**config.mk**
```make
export PLATFORM = sky130hd
export DESIGN_NAME = rate_monotonic_task_scheduler_core
export DESIGN_NICKNAME = d
export VERILOG_FILES = /design/src/hw/rtl/rmts_pkg.sv /design/src/hw/rtl/rmts_ctrl.sv /design/src/hw/rtl/rmts_dp.sv /design/src/hw/rtl/rate_monotonic_task_scheduler_core.sv
export SDC_FILE = /design/constraint.sdc
export NUM_CORES = 2
export LEC_CHECK = 0
export BUFFER_PORTS_ARGS = -buffer_cell sky130_fd_sc_hd__buf_4
export CAP_MARGIN = 20
export CORE_MARGIN = 1
export CORE_UTILIZATION = 46
export DETAILED_ROUTE_END_ITERATION = 6
export PLACE_DENSITY = 0.72
export SETUP_SLACK_MARGIN = 0.1
export SYNTH_ARGS = -nofsm -noshare
export SYNTH_HDL_FRONTEND = slang
export SYNTH_HIERARCHICAL = 1
export SYNTH_SLANG_ARGS = --single-unit
```
**constraint.sdc**
```tcl
create_clock -name clk -period 10.56 [get_ports clk]
set_input_delay 1.056 -clock clk [delete_from_list [all_inputs] [get_ports clk]]
set_output_delay 1.056 -clock clk [all_outputs]
set_load 0.05 [all_outputs]
```
**src/hw/rtl/rmts_pkg.sv**
```systemverilog
// Package for the rate monotonic task scheduler: widths, mode and status codes,
// controller states and the command and status bundles. Depends on nothing.
package rmts_pkg;

  localparam int unsigned DefMaxTasks = 16;
  localparam int unsigned IdW = 22;
  localparam int unsigned PerW = 16;
  localparam int unsigned UtilW = 14;
  localparam int unsigned TimeW = 32;
  localparam int unsigned AgeW = 16;
  localparam int unsigned QuotW = 30;
  localparam logic [UtilW-1:0] UtilLimitReset = 14'd6930;
  localparam logic [13:0] UtilScale = 14'd10000;

  typedef enum logic [1:0] {
    MODE_REG = 2'd0,
    MODE_YIELD = 2'd1,
    MODE_DEREG = 2'd2,
    MODE_TICK = 2'd3
  } mode_t;

  typedef enum logic [1:0] {
    ST_DONE = 2'd0,
    ST_OVER = 2'd1,
    ST_BAD = 2'd2,
    ST_UNKNOWN = 2'd3
  } status_t;

  typedef enum logic [1:0] {
    RS_READY = 2'd0,
    RS_SLEEP = 2'd1,
    RS_RUN = 2'd2
  } run_state_t;

  typedef enum logic [3:0] {
    S_IDLE,
    S_SCAN,
    S_DIV,
    S_ADMIT,
    S_YIELD,
    S_DEREG,
    S_TICK,
    S_DISP,
    S_PICK,
    S_OUT
  } ctrl_state_t;

  typedef struct packed {
    logic load;
    logic scan_start;
    logic scan_step;
    logic div_start;
    logic div_step;
    logic do_admit;
    logic do_yield;
    logic do_dereg;
    logic do_tick;
    logic disp_clear;
    logic disp_step;
    logic do_pick;
    logic set_status;
    status_t status;
  } cmd_t;

  typedef struct packed {
    mode_t mode;
    logic scan_last;
    logic div_last;
    logic bad_reg;
    logic found;
    logic over;
    logic any_rel;
  } sts_t;

endpackage

```
**src/hw/rtl/rmts_ctrl.sv**
```systemverilog
// Controller state machine for the rate monotonic task scheduler.
// Depends on rmts_pkg.
module rmts_ctrl import rmts_pkg::*; (
  input  logic clk,
  input  logic rst_n,
  input  logic in_valid,
  output logic in_ready,
  output logic out_valid,
  input  logic out_ready,
  input  sts_t sts,
  output cmd_t cmd
);

  ctrl_state_t state_r, state_nxt;

  always_ff @(posedge clk) begin
    if (!rst_n) begin
      state_r <= S_IDLE;
    end else begin
      state_r <= state_nxt;
    end
  end

  always_comb begin
    state_nxt = state_r;
    cmd = '0;
    cmd.status = ST_DONE;
    in_ready = 1'b0;
    out_valid = 1'b0;
    unique case (state_r)
      S_IDLE: begin
        in_ready = 1'b1;
        if (in_valid) begin
          cmd.load = 1'b1;
          cmd.scan_start = 1'b1;
          state_nxt = S_SCAN;
        end
      end
      S_SCAN: begin
        cmd.scan_step = 1'b1;
        if (sts.scan_last) begin
          unique case (sts.mode)
            MODE_REG: begin
              if (sts.bad_reg) begin
                cmd.set_status = 1'b1;
                cmd.status = ST_BAD;
                state_nxt = S_OUT;
              end else begin
                cmd.div_start = 1'b1;
                state_nxt = S_DIV;
              end
            end
            MODE_YIELD: state_nxt = S_YIELD;
            MODE_DEREG: state_nxt = S_DEREG;
            MODE_TICK: state_nxt = S_TICK;
            default: state_nxt = S_OUT;
          endcase
        end
      end
      S_DIV: begin
        cmd.div_step = 1'b1;
        if (sts.div_last) begin
          state_nxt = S_ADMIT;
        end
      end
      S_ADMIT: begin
        cmd.set_status = 1'b1;
        if (sts.over) begin
          cmd.status = ST_OVER;
        end else begin
          cmd.do_admit = 1'b1;
        end
        state_nxt = S_OUT;
      end
      S_YIELD: begin
        cmd.set_status = 1'b1;
        if (sts.found) begin
          cmd.do_yield = 1'b1;
          cmd.scan_start = 1'b1;
          cmd.disp_clear = 1'b1;
          state_nxt = S_DISP;
        end else begin
          cmd.status = ST_UNKNOWN;
          state_nxt = S_OUT;
        end
      end
      S_DEREG: begin
        cmd.set_status = 1'b1;
        if (sts.found) begin
          cmd.do_dereg = 1'b1;
        end else begin
          cmd.status = ST_UNKNOWN;
        end
        state_nxt = S_OUT;
      end
      S_TICK: begin
        cmd.set_status = 1'b1;
        cmd.do_tick = 1'b1;
        if (sts.any_rel) begin
          cmd.scan_start = 1'b1;
          cmd.disp_clear = 1'b1;
          state_nxt = S_DISP;
        end else begin
          state_nxt = S_OUT;
        end
      end
      S_DISP: begin
        cmd.disp_step = 1'b1;
        if (sts.scan_last) begin
          state_nxt = S_PICK;
        end
      end
      S_PICK: begin
        cmd.do_pick = 1'b1;
        state_nxt = S_OUT;
      end
      S_OUT: begin
        out_valid = 1'b1;
        if (out_ready) begin
          state_nxt = S_IDLE;
        end
      end
      default: state_nxt = S_IDLE;
    endcase
  end

endmodule

```
**src/hw/rtl/rmts_dp.sv**
```systemverilog
// Datapath of the rate monotonic task scheduler: task table, slot scan,
// restoring divider, release check and dispatch search. Depends on rmts_pkg.
module rmts_dp import rmts_pkg::*; #(
  parameter int unsigned MAX_TASKS = DefMaxTasks
) (
  input  logic             clk,
  input  logic             rst_n,
  input  logic             cfg_wr_en,
  input  logic [UtilW-1:0] cfg_wr_data,
  input  logic [1:0]       in_mode,
  input  logic [IdW-1:0]   in_task_id,
  input  logic [PerW-1:0]  in_period_ms,
  input  logic [PerW-1:0]  in_compute_ms,
  input  cmd_t             cmd,
  output sts_t             sts,
  output logic [1:0]       out_status,
  output logic             out_running_valid,
  output logic [IdW-1:0]   out_running_id,
  output logic             out_switched,
  output logic [UtilW-1:0] out_utilization_total
);

  localparam int unsigned SlotW = (MAX_TASKS > 1) ? $clog2(MAX_TASKS) : 1;
  localparam int unsigned CntW = $clog2(MAX_TASKS + 1);
  localparam logic [CntW-1:0] LastSlot = CntW'(MAX_TASKS - 1);
  localparam int unsigned DivW = QuotW;

  logic [UtilW-1:0] limit_r;
  logic [MAX_TASKS-1:0] valid_r, armed_r;
  logic [IdW-1:0] id_r [MAX_TASKS];
  logic [PerW-1:0] per_r [MAX_TASKS];
  logic [UtilW-1:0] util_r [MAX_TASKS];
  run_state_t rs_r [MAX_TASKS];
  logic [TimeW-1:0] rel_r [MAX_TASKS];
  logic [AgeW-1:0] age_r [MAX_TASKS];
  logic [TimeW-1:0] now_r;
  logic run_valid_r;
  logic [SlotW-1:0] run_slot_r;
  logic [UtilW-1:0] sum_r;
  logic [AgeW-1:0] regcnt_r;

  mode_t mode_r;
  logic [IdW-1:0] id_in_r;
  logic [PerW-1:0] per_in_r, comp_in_r;
  logic [CntW-1:0] idx_r;
  logic found_r, free_found_r;
  logic [SlotW-1:0] hit_r, free_r;
  logic [DivW-1:0] num_r;
  logic [PerW:0] rem_r;
  logic [4:0] dcnt_r;
  logic best_v_r;
  logic [SlotW-1:0] best_r;
  logic [AgeW-1:0] best_dist_r;
  logic [1:0] status_r;
  logic switched_r;

  logic [SlotW-1:0] idx_s;
  logic [MAX_TASKS-1:0] rel_hit;
  logic [PerW:0] rem_sh;
  logic [UtilW+1:0] total;
  logic [AgeW-1:0] tie_gap;
  logic better;

  assign idx_s = idx_r[SlotW-1:0];
  assign rem_sh = {rem_r[PerW-1:0], num_r[DivW-1]};
  assign total = {2'b00, sum_r} + {2'b00, num_r[UtilW-1:0]};
  assign tie_gap = regcnt_r - age_r[idx_s];
  assign better = !best_v_r || (per_r[idx_s] < per_r[best_r]) ||
                  ((per_r[idx_s] == per_r[best_r]) && (tie_gap < best_dist_r));

  always_comb begin
    for (int i = 0; i < MAX_TASKS; i++) begin
      rel_hit[i] = valid_r[i] && armed_r[i] && (rel_r[i] == now_r + 32'd1);
    end
  end

  always_comb begin
    sts.mode = mode_r;
    sts.scan_last = (idx_r == LastSlot);
    sts.div_last = (dcnt_r == 5'd0);
    sts.bad_reg = (per_in_r == '0) || found_r ||
                  (!free_found_r && valid_r[idx_s] && !found_r &&
                   !(valid_r[idx_s] && id_r[idx_s] == id_in_r)) ||
                  (valid_r[idx_s] && id_r[idx_s] == id_in_r);
    if (!free_found_r && !valid_r[idx_s]) begin
      sts.bad_reg = (per_in_r == '0) || found_r;
    end
    sts.found = found_r;
    sts.over = (num_r[DivW-1:UtilW] != '0) || (total > {2'b00, limit_r});
    sts.any_rel = |rel_hit;
  end

  always_ff @(posedge clk) begin
    if (!rst_n) begin
      limit_r <= UtilLimitReset;
      valid_r <= '0;
      armed_r <= '0;
      now_r <= '0;
      run_valid_r <= 1'b0;
      run_slot_r <= '0;
      sum_r <= '0;
      regcnt_r <= '0;
    end else begin
      if (cfg_wr_en) begin
        limit_r <= cfg_wr_data;
      end
      if (cmd.do_admit) begin
        valid_r[free_r] <= 1'b1;
        armed_r[free_r] <= 1'b0;
        regcnt_r <= regcnt_r + 1'b1;
        sum_r <= total[UtilW-1:0];
      end
      if (cmd.do_yield) begin
        if (!armed_r[hit_r]) begin
          armed_r[hit_r] <= 1'b1;
        end
        if (run_valid_r && run_slot_r == hit_r) begin
          run_valid_r <= 1'b0;
        end
      end
      if (cmd.do_dereg) begin
        valid_r[hit_r] <= 1'b0;
        armed_r[hit_r] <= 1'b0;
        sum_r <= sum_r - util_r[hit_r];
        if (run_valid_r && run_slot_r == hit_r) begin
          run_valid_r <= 1'b0;
        end
      end
      if (cmd.do_tick) begin
        now_r <= now_r + 32'd1;
      end
      if (cmd.do_pick && best_v_r) begin
        if (!run_valid_r || per_r[best_r] < per_r[run_slot_r]) begin
          run_valid_r <= 1'b1;
          run_slot_r <= best_r;
        end
      end
    end
  end

  always_ff @(posedge clk) begin
    if (cmd.load) begin
      mode_r <= mode_t'(in_mode);
      id_in_r <= in_task_id;
      per_in_r <= in_period_ms;
      comp_in_r <= in_compute_ms;
    end
    if (cmd.scan_start) begin
      idx_r <= '0;
    end else if (cmd.scan_step || cmd.disp_step) begin
      idx_r <= idx_r + 1'b1;
    end
    if (cmd.load) begin
      found_r <= 1'b0;
      free_found_r <= 1'b0;
    end else if (cmd.scan_step) begin
      if (valid_r[idx_s] && id_r[idx_s] == id_in_r) begin
        found_r <= 1'b1;
        hit_r <= idx_s;
      end
      if (!valid_r[idx_s] && !free_found_r) begin
        free_found_r <= 1'b1;
        free_r <= idx_s;
      end
    end
    if (cmd.div_start) begin
      num_r <= DivW'(comp_in_r) * DivW'(UtilScale);
      rem_r <= '0;
      dcnt_r <= 5'(DivW - 1);
    end else if (cmd.div_step) begin
      if (rem_sh >= {1'b0, per_in_r}) begin
        rem_r <= rem_sh - {1'b0, per_in_r};
        num_r <= {num_r[DivW-2:0], 1'b1};
      end else begin
        rem_r <= rem_sh;
        num_r <= {num_r[DivW-2:0], 1'b0};
      end
      dcnt_r <= dcnt_r - 5'd1;
    end
    if (cmd.load) begin
      switched_r <= 1'b0;
      status_r <= ST_DONE;
    end
    if (cmd.set_status) begin
      status_r <= cmd.status;
    end
    if (cmd.disp_clear) begin
      best_v_r <= 1'b0;
      best_dist_r <= '0;
    end else if (cmd.disp_step) begin
      if (valid_r[idx_s] && rs_r[idx_s] == RS_READY && better) begin
        best_v_r <= 1'b1;
        best_r <= idx_s;
        best_dist_r <= tie_gap;
      end
    end
    if (cmd.do_pick && best_v_r) begin
      if (!run_valid_r) begin
        rs_r[best_r] <= RS_RUN;
        switched_r <= 1'b1;
      end else if (per_r[best_r] < per_r[run_slot_r]) begin
        rs_r[run_slot_r] <= RS_READY;
        rs_r[best_r] <= RS_RUN;
        switched_r <= 1'b1;
      end
    end
    if (cmd.do_admit) begin
      id_r[free_r] <= id_in_r;
      per_r[free_r] <= per_in_r;
      util_r[free_r] <= num_r[UtilW-1:0];
      rs_r[free_r] <= RS_SLEEP;
      age_r[free_r] <= regcnt_r + 1'b1;
    end
    if (cmd.do_yield) begin
      rs_r[hit_r] <= RS_SLEEP;
      if (!armed_r[hit_r]) begin
        rel_r[hit_r] <= now_r + {{(TimeW - PerW) {1'b0}}, per_r[hit_r]};
      end
    end
    if (cmd.do_tick) begin
      for (int i = 0; i < MAX_TASKS; i++) begin
        if (rel_hit[i]) begin
          rs_r[i] <= RS_READY;
          rel_r[i] <= rel_r[i] + {{(TimeW - PerW) {1'b0}}, per_r[i]};
        end
      end
    end
  end

  assign out_status = status_r;
  assign out_running_valid = run_valid_r;
  assign out_running_id = run_valid_r ? id_r[run_slot_r] : '0;
  assign out_switched = switched_r;
  assign out_utilization_total = sum_r;

endmodule

```
**src/hw/rtl/rate_monotonic_task_scheduler_core.sv**
```systemverilog
// Top level of the rate monotonic task scheduler.
// Depends on rmts_pkg, rmts_ctrl and rmts_dp.
//
// One input word carries a mode (register, yield, deregister, tick), a task
// id, a period and a computation time. For every word accepted the block
// returns one result word: status, running task, switch flag and summed
// utilization. Both channels use valid and ready.
// An item is accepted, then the table is scanned; then the bit-serial
// divider runs for a registration, or a second dispatch scan follows a
// yield or a releasing tick. Both scans use the single shared scan counter.
// Items are worked one at a time; the next is taken once the result is read.
// The result holds while out_ready is low and no input is taken meanwhile.
// Reset clears the table, the time, the running task and the sum, and sets
// the utilization limit to 6930. cfg_wr_en writes the limit; the user must
// assert it only while idle, as the block itself does not enforce this.
module rate_monotonic_task_scheduler_core import rmts_pkg::*; #(
  parameter int unsigned MAX_TASKS = DefMaxTasks
) (
  input  logic             clk,
  input  logic             rst_n,
  input  logic             cfg_wr_en,
  input  logic [UtilW-1:0] cfg_wr_data,
  input  logic             in_valid,
  output logic             in_ready,
  input  logic [1:0]       in_mode,
  input  logic [IdW-1:0]   in_task_id,
  input  logic [PerW-1:0]  in_period_ms,
  input  logic [PerW-1:0]  in_compute_ms,
  output logic             out_valid,
  input  logic             out_ready,
  output logic [1:0]       out_status,
  output logic             out_running_valid,
  output logic [IdW-1:0]   out_running_id,
  output logic             out_switched,
  output logic [UtilW-1:0] out_utilization_total
);

  cmd_t cmd;
  sts_t sts;

  rmts_ctrl u_ctrl (
    .clk(clk), .rst_n(rst_n), .in_valid(in_valid), .in_ready(in_ready),
    .out_valid(out_valid), .out_ready(out_ready), .sts(sts), .cmd(cmd)
  );

  rmts_dp #(.MAX_TASKS(MAX_TASKS)) u_dp (
    .clk(clk), .rst_n(rst_n), .cfg_wr_en(cfg_wr_en), .cfg_wr_data(cfg_wr_data),
    .in_mode(in_mode), .in_task_id(in_task_id), .in_period_ms(in_period_ms),
    .in_compute_ms(in_compute_ms), .cmd(cmd), .sts(sts),
    .out_status(out_status), .out_running_valid(out_running_valid),
    .out_running_id(out_running_id), .out_switched(out_switched),
    .out_utilization_total(out_utilization_total)
  );

endmodule

```
After elaboration in Yosys (flattened, before gate mapping)
Memories as Yosys holds them, arrays and structs flattened. A register that Yosys moved wholly into a read port is not among the register bits.
Index checks and enable logic that the tools add are counted.
{"block": "word_totals", "register_bits": 263, "ramBits": 1632, "input_bits": 75, "out_inout_bits": 42, "elab_cells": 371, "n_memories": 6}
{"name": "u_dp.rel_r", "depth": 16, "width": 32, "rd": 16, "rd_ports_with_merged_regs": 0, "write_ports": 16, "line": "rmts_dp.sv:34", "source": "logic [TimeW-1:0] rel_r [MAX_TASKS];"}
{"name": "u_dp.id_r", "depth": 16, "width": 22, "rd": 2, "rd_ports_with_merged_regs": 2, "write_ports": 1, "line": "rmts_dp.sv:30", "source": "logic [IdW-1:0] id_r [MAX_TASKS];"}
{"name": "u_dp.age_r", "depth": 16, "width": 16, "rd": 1, "rd_ports_with_merged_regs": 1, "write_ports": 1, "line": "rmts_dp.sv:35", "source": "logic [AgeW-1:0] age_r [MAX_TASKS];"}
{"name": "u_dp.per_r", "depth": 16, "width": 16, "rd": 20, "rd_ports_with_merged_regs": 4, "write_ports": 1, "line": "rmts_dp.sv:31", "source": "logic [PerW-1:0] per_r [MAX_TASKS];"}
{"name": "u_dp.util_r", "depth": 16, "width": 14, "rd": 1, "rd_ports_with_merged_regs": 1, "write_ports": 1, "line": "rmts_dp.sv:32", "source": "logic [UtilW-1:0] util_r [MAX_TASKS];"}
{"name": "u_dp.rs_r", "depth": 16, "width": 2, "rd": 1, "rd_ports_with_merged_regs": 1, "write_ports": 16, "line": "rmts_dp.sv:33", "source": "run_state_t rs_r [MAX_TASKS];"}
{"block": "op_classes", "n_addsub": 25, "n_mul": 1, "order_cmp": 10, "n_eq_ne": 38, "n_mux": 167, "n_bitwise": 13, "n_reduce_logical": 84}
{"cell": "32-bit by 16-bit adder with 32-bit output", "n": 17}
{"cell": "32-bit equality test", "n": 16}
{"cell": "16-bit two-way mux", "n": 10}
{"cell": "4-bit two-way mux", "n": 28}
{"cell": "1-bit two-way mux", "n": 100}
{"cell": "30-bit two-way mux", "n": 2}
{"cell": "16-bit bitwise AND", "n": 3}
{"cell": "16-bit < comparator", "n": 3}
{"cell": "1-bit logical AND", "n": 44}
{"cell": "32-bit by 1-bit adder with 32-bit output (second input constant)", "n": 1}
{"cell": "32-bit two-way mux", "n": 1}
{"cell": "16-bit NOT", "n": 2}
{"cell": "16-bit bitwise OR", "n": 2}
{"cell": "4-bit one-hot mux with 8 select lines", "n": 1}
{"cell": "32-bit OR reduction", "n": 1}
{"cell": "16-bit subtractor", "n": 2}
{"cell": "14-bit two-way mux", "n": 2}
{"cell": "16-bit by 10-bit multiplier with 26-bit output (second input constant)", "n": 1}
{"cell": "22-bit equality test", "n": 1}
{"cell": "22-bit two-way mux", "n": 1}
{"cell": "2-bit two-way mux", "n": 10}
{"cell": "17-bit by 16-bit >= comparator with 1-bit output", "n": 1}
{"cell": "16-bit by 1-bit adder with 16-bit output (second input constant)", "n": 1}
{"cell": "16-bit equality test", "n": 1}
{"cell": "other kinds (41)", "n": 87}

Depth between registers and ports, before layout
{"block": "depth", "word_depth": 15, "mapped_depth": 28, "ltp_nobuf": 23}

Hierarchy
Netlist, hierarchy kept.
{"module": "rmts_dp", "n_inst": 1, "cells_each": 9221, "area_per_inst_um2": 116883.4, "seq_area_each_um2": 55152.9}
{"module": "rmts_ctrl", "n_inst": 1, "cells_each": 81, "area_per_inst_um2": 600.6, "seq_area_each_um2": 80.1}

Worst setup path after synthesis
No wires, ideal clock.
{"block": "synth_path", "path_type": "reg-to-reg", "startpoint": "reg u_dp.sum_r[1] (netlist: u_dp/out_utilization_total[1])", "endpoint": "reg u_dp.armed_r[1]", "setup_time_ps": 125, "arrival_time_ps": 11369, "required_ps": 10435, "setup_slack_ps": -934, "path_stages_with_launch": 20, "n_path_buf": 1, "synth_period_minus_slack_ps": 11494, "path_cell_list": "dfxtp_1 > ha_1 > a21o_1 > a21oi_1 > o21ai_0 > a31oi_1 > o21bai_1 > a2111oi_0 > o31ai_1 > xnor2_1 > ha_1 > and3_1 > a221oi_1 > o221ai_1 > nor3_1 > clkbuf_1 > nand2_1 > nor4_1 > nand2b_1 > a21oi_1"}
{"element": "from (decl)", "line": "rmts_dp.sv:39", "source": "logic [UtilW-1:0] sum_r;"}
{"element": "from (signal assigned)", "line": "rmts_dp.sv:111", "source": "sum_r <= total[UtilW-1:0];"}
{"element": "from (signal assigned)", "line": "rmts_dp.sv:124", "source": "sum_r <= sum_r - util_r[hit_r];"}
{"element": "to (signal assigned)", "line": "rmts_dp.sv:97", "source": "armed_r <= '0;"}
{"element": "to (signal, indexed assignment)", "line": "rmts_dp.sv:109", "source": "armed_r[free_r] <= 1'b0;"}
{"element": "to (signal, indexed assignment)", "line": "rmts_dp.sv:115", "source": "armed_r[hit_r] <= 1'b1;"}
{"element": "to (decl)", "line": "rmts_dp.sv:29", "source": "logic [MAX_TASKS-1:0] valid_r, armed_r;"}

==> results.json <==
{
  "status": "complete, but fails checks",
  "violations": "DRC",
  "cts.path.max_buffers": 4,
  "finalCriticalPeriod_ns": 7.38,
  "netlist_area_mm2": 0.117,
  "seq_area_mm2": 0.0553,
  "yosysTopAreaCellShare_pct": 43.3,
  "postLayoutCoreUtil_pct": 51.5,
  "initial_utilization_pct": 46.3,
  "hp-class": "input pin to flop",
  "crit_path_end_kind": "flop",
  "num_rows": 185,
  "dieArea_mm2": 0.257,
  "postCtsSetupBuffers": 0,
  "ys_ff_latch": 1911,
  "p_per_area_mw_per_mm2": 166,
  "cts.sinks": 1911,
  "setup_tns_ns": 0,
  "first_iter_violations": 13121,
  "netlist_top_cells_count": "1696 x edfxtp_1, 700 x mux4_2, 620 x xnor2_1",
  "syn2layout_area_growth_pct": 11.4,
  "leakage_nw": 46.3,
  "grt_pass1_vias": 85499,
  "placedCellCount": 12567,
  "fin_worst_skew_ns": 0.130,
  "drc_errors": 1,
  "critPathRequiredTime_ns": 11.06,
  "via_per_inst": 6.85,
  "peakVddDrop_uv": 237,
  "p_sw_share_pct": 29.5,
  "ant_nets": 0,
  "syn_nets": 9898,
  "synth_cell_type_count": 105,
  "place_ws_ns": 3.10,
  "p_switching_mw": 6.40,
  "cts_buffers": 217,
  "io_buffers": 116,
  "synth_warnings": 6,
  "hold_viol": 0,
  "grt_pass1_wl_mm": 647,
  "timing.fmax_ghz": 0.136,
  "vias": 88959,
  "crit_type": "flop to flop",
  "combinationalPowerShare_pct": 23.5,
  "yosys-top-cells-area": "edfxtp_1 43%, mux4_2 13%, ha_1 5.0%, xnor2_1 4.6%, dfxtp_1 3.7%",
  "synth_area_per_cell_um2": 12.6,
  "nFillCells": 21140,
  "critPathLaunchType": "flop",
  "worst_slew_pin_slew_ns": 1.29,
  "boundaryPins": 117,
  "internal_power_mw": 15.3,
  "yosysTopAreaCell": "edfxtp_1",
  "fin_nets": 10032,
  "clockRootBuffer": "clkbuf_16",
  "cts-htree-levels": 4,
  "gp_congestion": 1.07,
  "hold_ws_ns": 0.254,
  "synthCells": 9302,
  "synth-main-ff-cell": "edfxtp_1",
  "maxCapViolCount": 0,
  "die_w_um": 507,
  "clk_pin_slew_ns": 0.06,
  "relSlewSlack_pct": 13.8,
  "multi_input_comb_area_mm2": 0.0597,
  "wl_per_cell_um": 35.8,
  "layout.cells.non_filler": 12994,
  "antenna_found_initial": 35,
  "pwr-share-seq_pct": 41.4,
  "ys_seq_area_share_pct": 47.0,
  "cts_resized": 0,
  "core_mm2": 0.254,
  "rsz0062_at_grt": "false",
  "setup_viol": 0,
  "pwr-share-clk_pct": 35.1,
  "synth_edf_count": 1696,
  "grt-ovfl-total": 0,
  "grt_use_total_pct": 35.5,
  "slew_viol_final": 0,
  "cts_tree": "built",
  "wirelength_mm": 466,
  "drive_gt1_share_pct": 17.4,
  "cts-hold-fix-buffers": 0,
  "grt_start_max_net_pins": 81,
  "die_h_um": 507,
  "clkLatencyLatePin_ns": 0.98,
  "post-route-period-util_pct": 69.8,
  "synthArstFlopShare_pct": 0,
  "finalWorstSetupSlack_ns": 3.18,
  "synth_most_common_cell": "edfxtp_1",
  "firstDrtPassIters": 7,
  "arrival_ns": 7.88,
  "dp_hpwl_mm": 332,
  "critPathMaxFanout": 56
}
## logic make-up (layout without fill, tap and decap cells)
family,count (synthesis),in the layout,synth area share [%]
flip-flops,1911,1911,47.0
AND/OR/NAND/NOR,2298,2298,9.85
AO/OA/AOI/OAI,1449,1449,8.23
buffers and inverters,833,1143,2.81
multiplexers,1175,1175,17.6
XOR/XNOR,1115,1115,8.64
adder cells (fa/ha/maj),521,521,5.91
other,0,16,0
## per-layer routing
metal,vias to the layer above,GRT usage (%),wire length (µm)
met5,-,0.426,614
li1,36154,-,-
met1,44383,45.0,164000
met2,6787,52.2,200000
met3,1601,11.1,63800
met4,34,23.5,37300
## cell type report
class | instances | area share [%]
clock inverters | 97 | 0.748
inverters | 351 | 1.01
well taps | 3366 | 3.22
repair buffers | 397 | 2.51
flip-flops and latches | 1911 | 42.2
diodes | 16 | 0.0306
clock buffers | 298 | 4.61
multi-input cells | 6558 | 45.6
## worst paths after layout
check                            endpoint  slack, ns  cells after the start                   startpoint
max          u_dp/per_r[15][13]$_DFFE_PP_       3.18                     18   u_dp/num_r[1]$_SDFFE_PP0P_
min            u_dp/id_in_r[16]$_DFFE_PP_       0.25                      1               in_task_id[16]
max reg2reg  u_dp/per_r[15][13]$_DFFE_PP_       3.18                     18   u_dp/num_r[1]$_SDFFE_PP0P_
min reg2reg   u_dp/rem_r[15]$_SDFFE_PP0P_       0.47                      2  u_dp/rem_r[15]$_SDFFE_PP0P_
## stage by stage
stage	instance area (µm²)	total power, mW
2_1_floorplan	117000	12.9
3_3_place_gp	123000	14.0
3_5_place_dp	124000	14.1
4_1_cts	131000	21.7
5_1_grt	131000	22.5
6_report	131000	21.7
## registers in the layout (all words and copies together), names as in the netlist, 22 cells and up, named ones only
signal and flops:
u_dp/rel_r 512, u_dp/id_r 352, u_dp/age_r 256, u_dp/per_r 256, u_dp/util_r 224, u_dp/now_r 32
u_dp/rs_r 32, u_dp/num_r 30, u_dp/id_in_r 22
## cells in the final DEF, fill, tap and decap left out, types with 55 or more instances in the layout
| cell type | n |
|---|---|
| nor2b_1 | 62 |
| a21oi_1 | 326 |
| edfxtp_1 | 1696 |
| and2_1 | 65 |
| nor4_1 | 75 |
| xor2_1 | 453 |
| xnor2_1 | 597 |
| clkbuf_16 | 220 |
| nand2_1 | 511 |
| or3_1 | 57 |
| nand3_1 | 255 |
| nor2_1 | 554 |
| mux4_2 | 700 |
| clkbuf_1 | 55 |
| nand2b_1 | 73 |
| a21o_1 | 71 |
| inv_1 | 344 |
| fa_1 | 56 |
| o21ai_0 | 331 |
| nor3_1 | 166 |
| mux2_2 | 59 |
| o211ai_1 | 73 |
| and3_1 | 122 |
| buf_4 | 372 |
| ha_1 | 465 |
| mux2i_1 | 408 |
| o21a_1 | 66 |
| dfxtp_1 | 198 |
| a211oi_1 | 77 |
| nand4_1 | 142 |
## power groups by stage
stage	logic, mW	clock network [mW]	registers, mW
final	5.09	7.62	8.96
after CTS	4.99	7.67	9.04
after detailed placement	4.93	0	9.19
after global placement	4.84	0	9.17
after floorplan	3.94	0	8.93
after global routing	5.64	7.92	8.99
## worst max-delay path, cell delays in order (launching register included)
cell       delay, ns
dfxtp_1         0.78
ha_1            0.36
a21o_1          0.18
a21oi_1         0.30
o21ai_0         0.14
a31oi_1         0.28
o21bai_1        0.13
a2111oi_0       0.60
o31ai_1         0.19
xnor2_1         0.26
ha_1            0.29
and3_1          0.17
a221oi_1        0.29
o221ai_1        0.23
nor3_2          0.28
buf_4           0.50
nand3_1         0.52
nor2_4          0.81
buf_12          0.40
No activity file was read; power rests on OpenSTA's default activity.
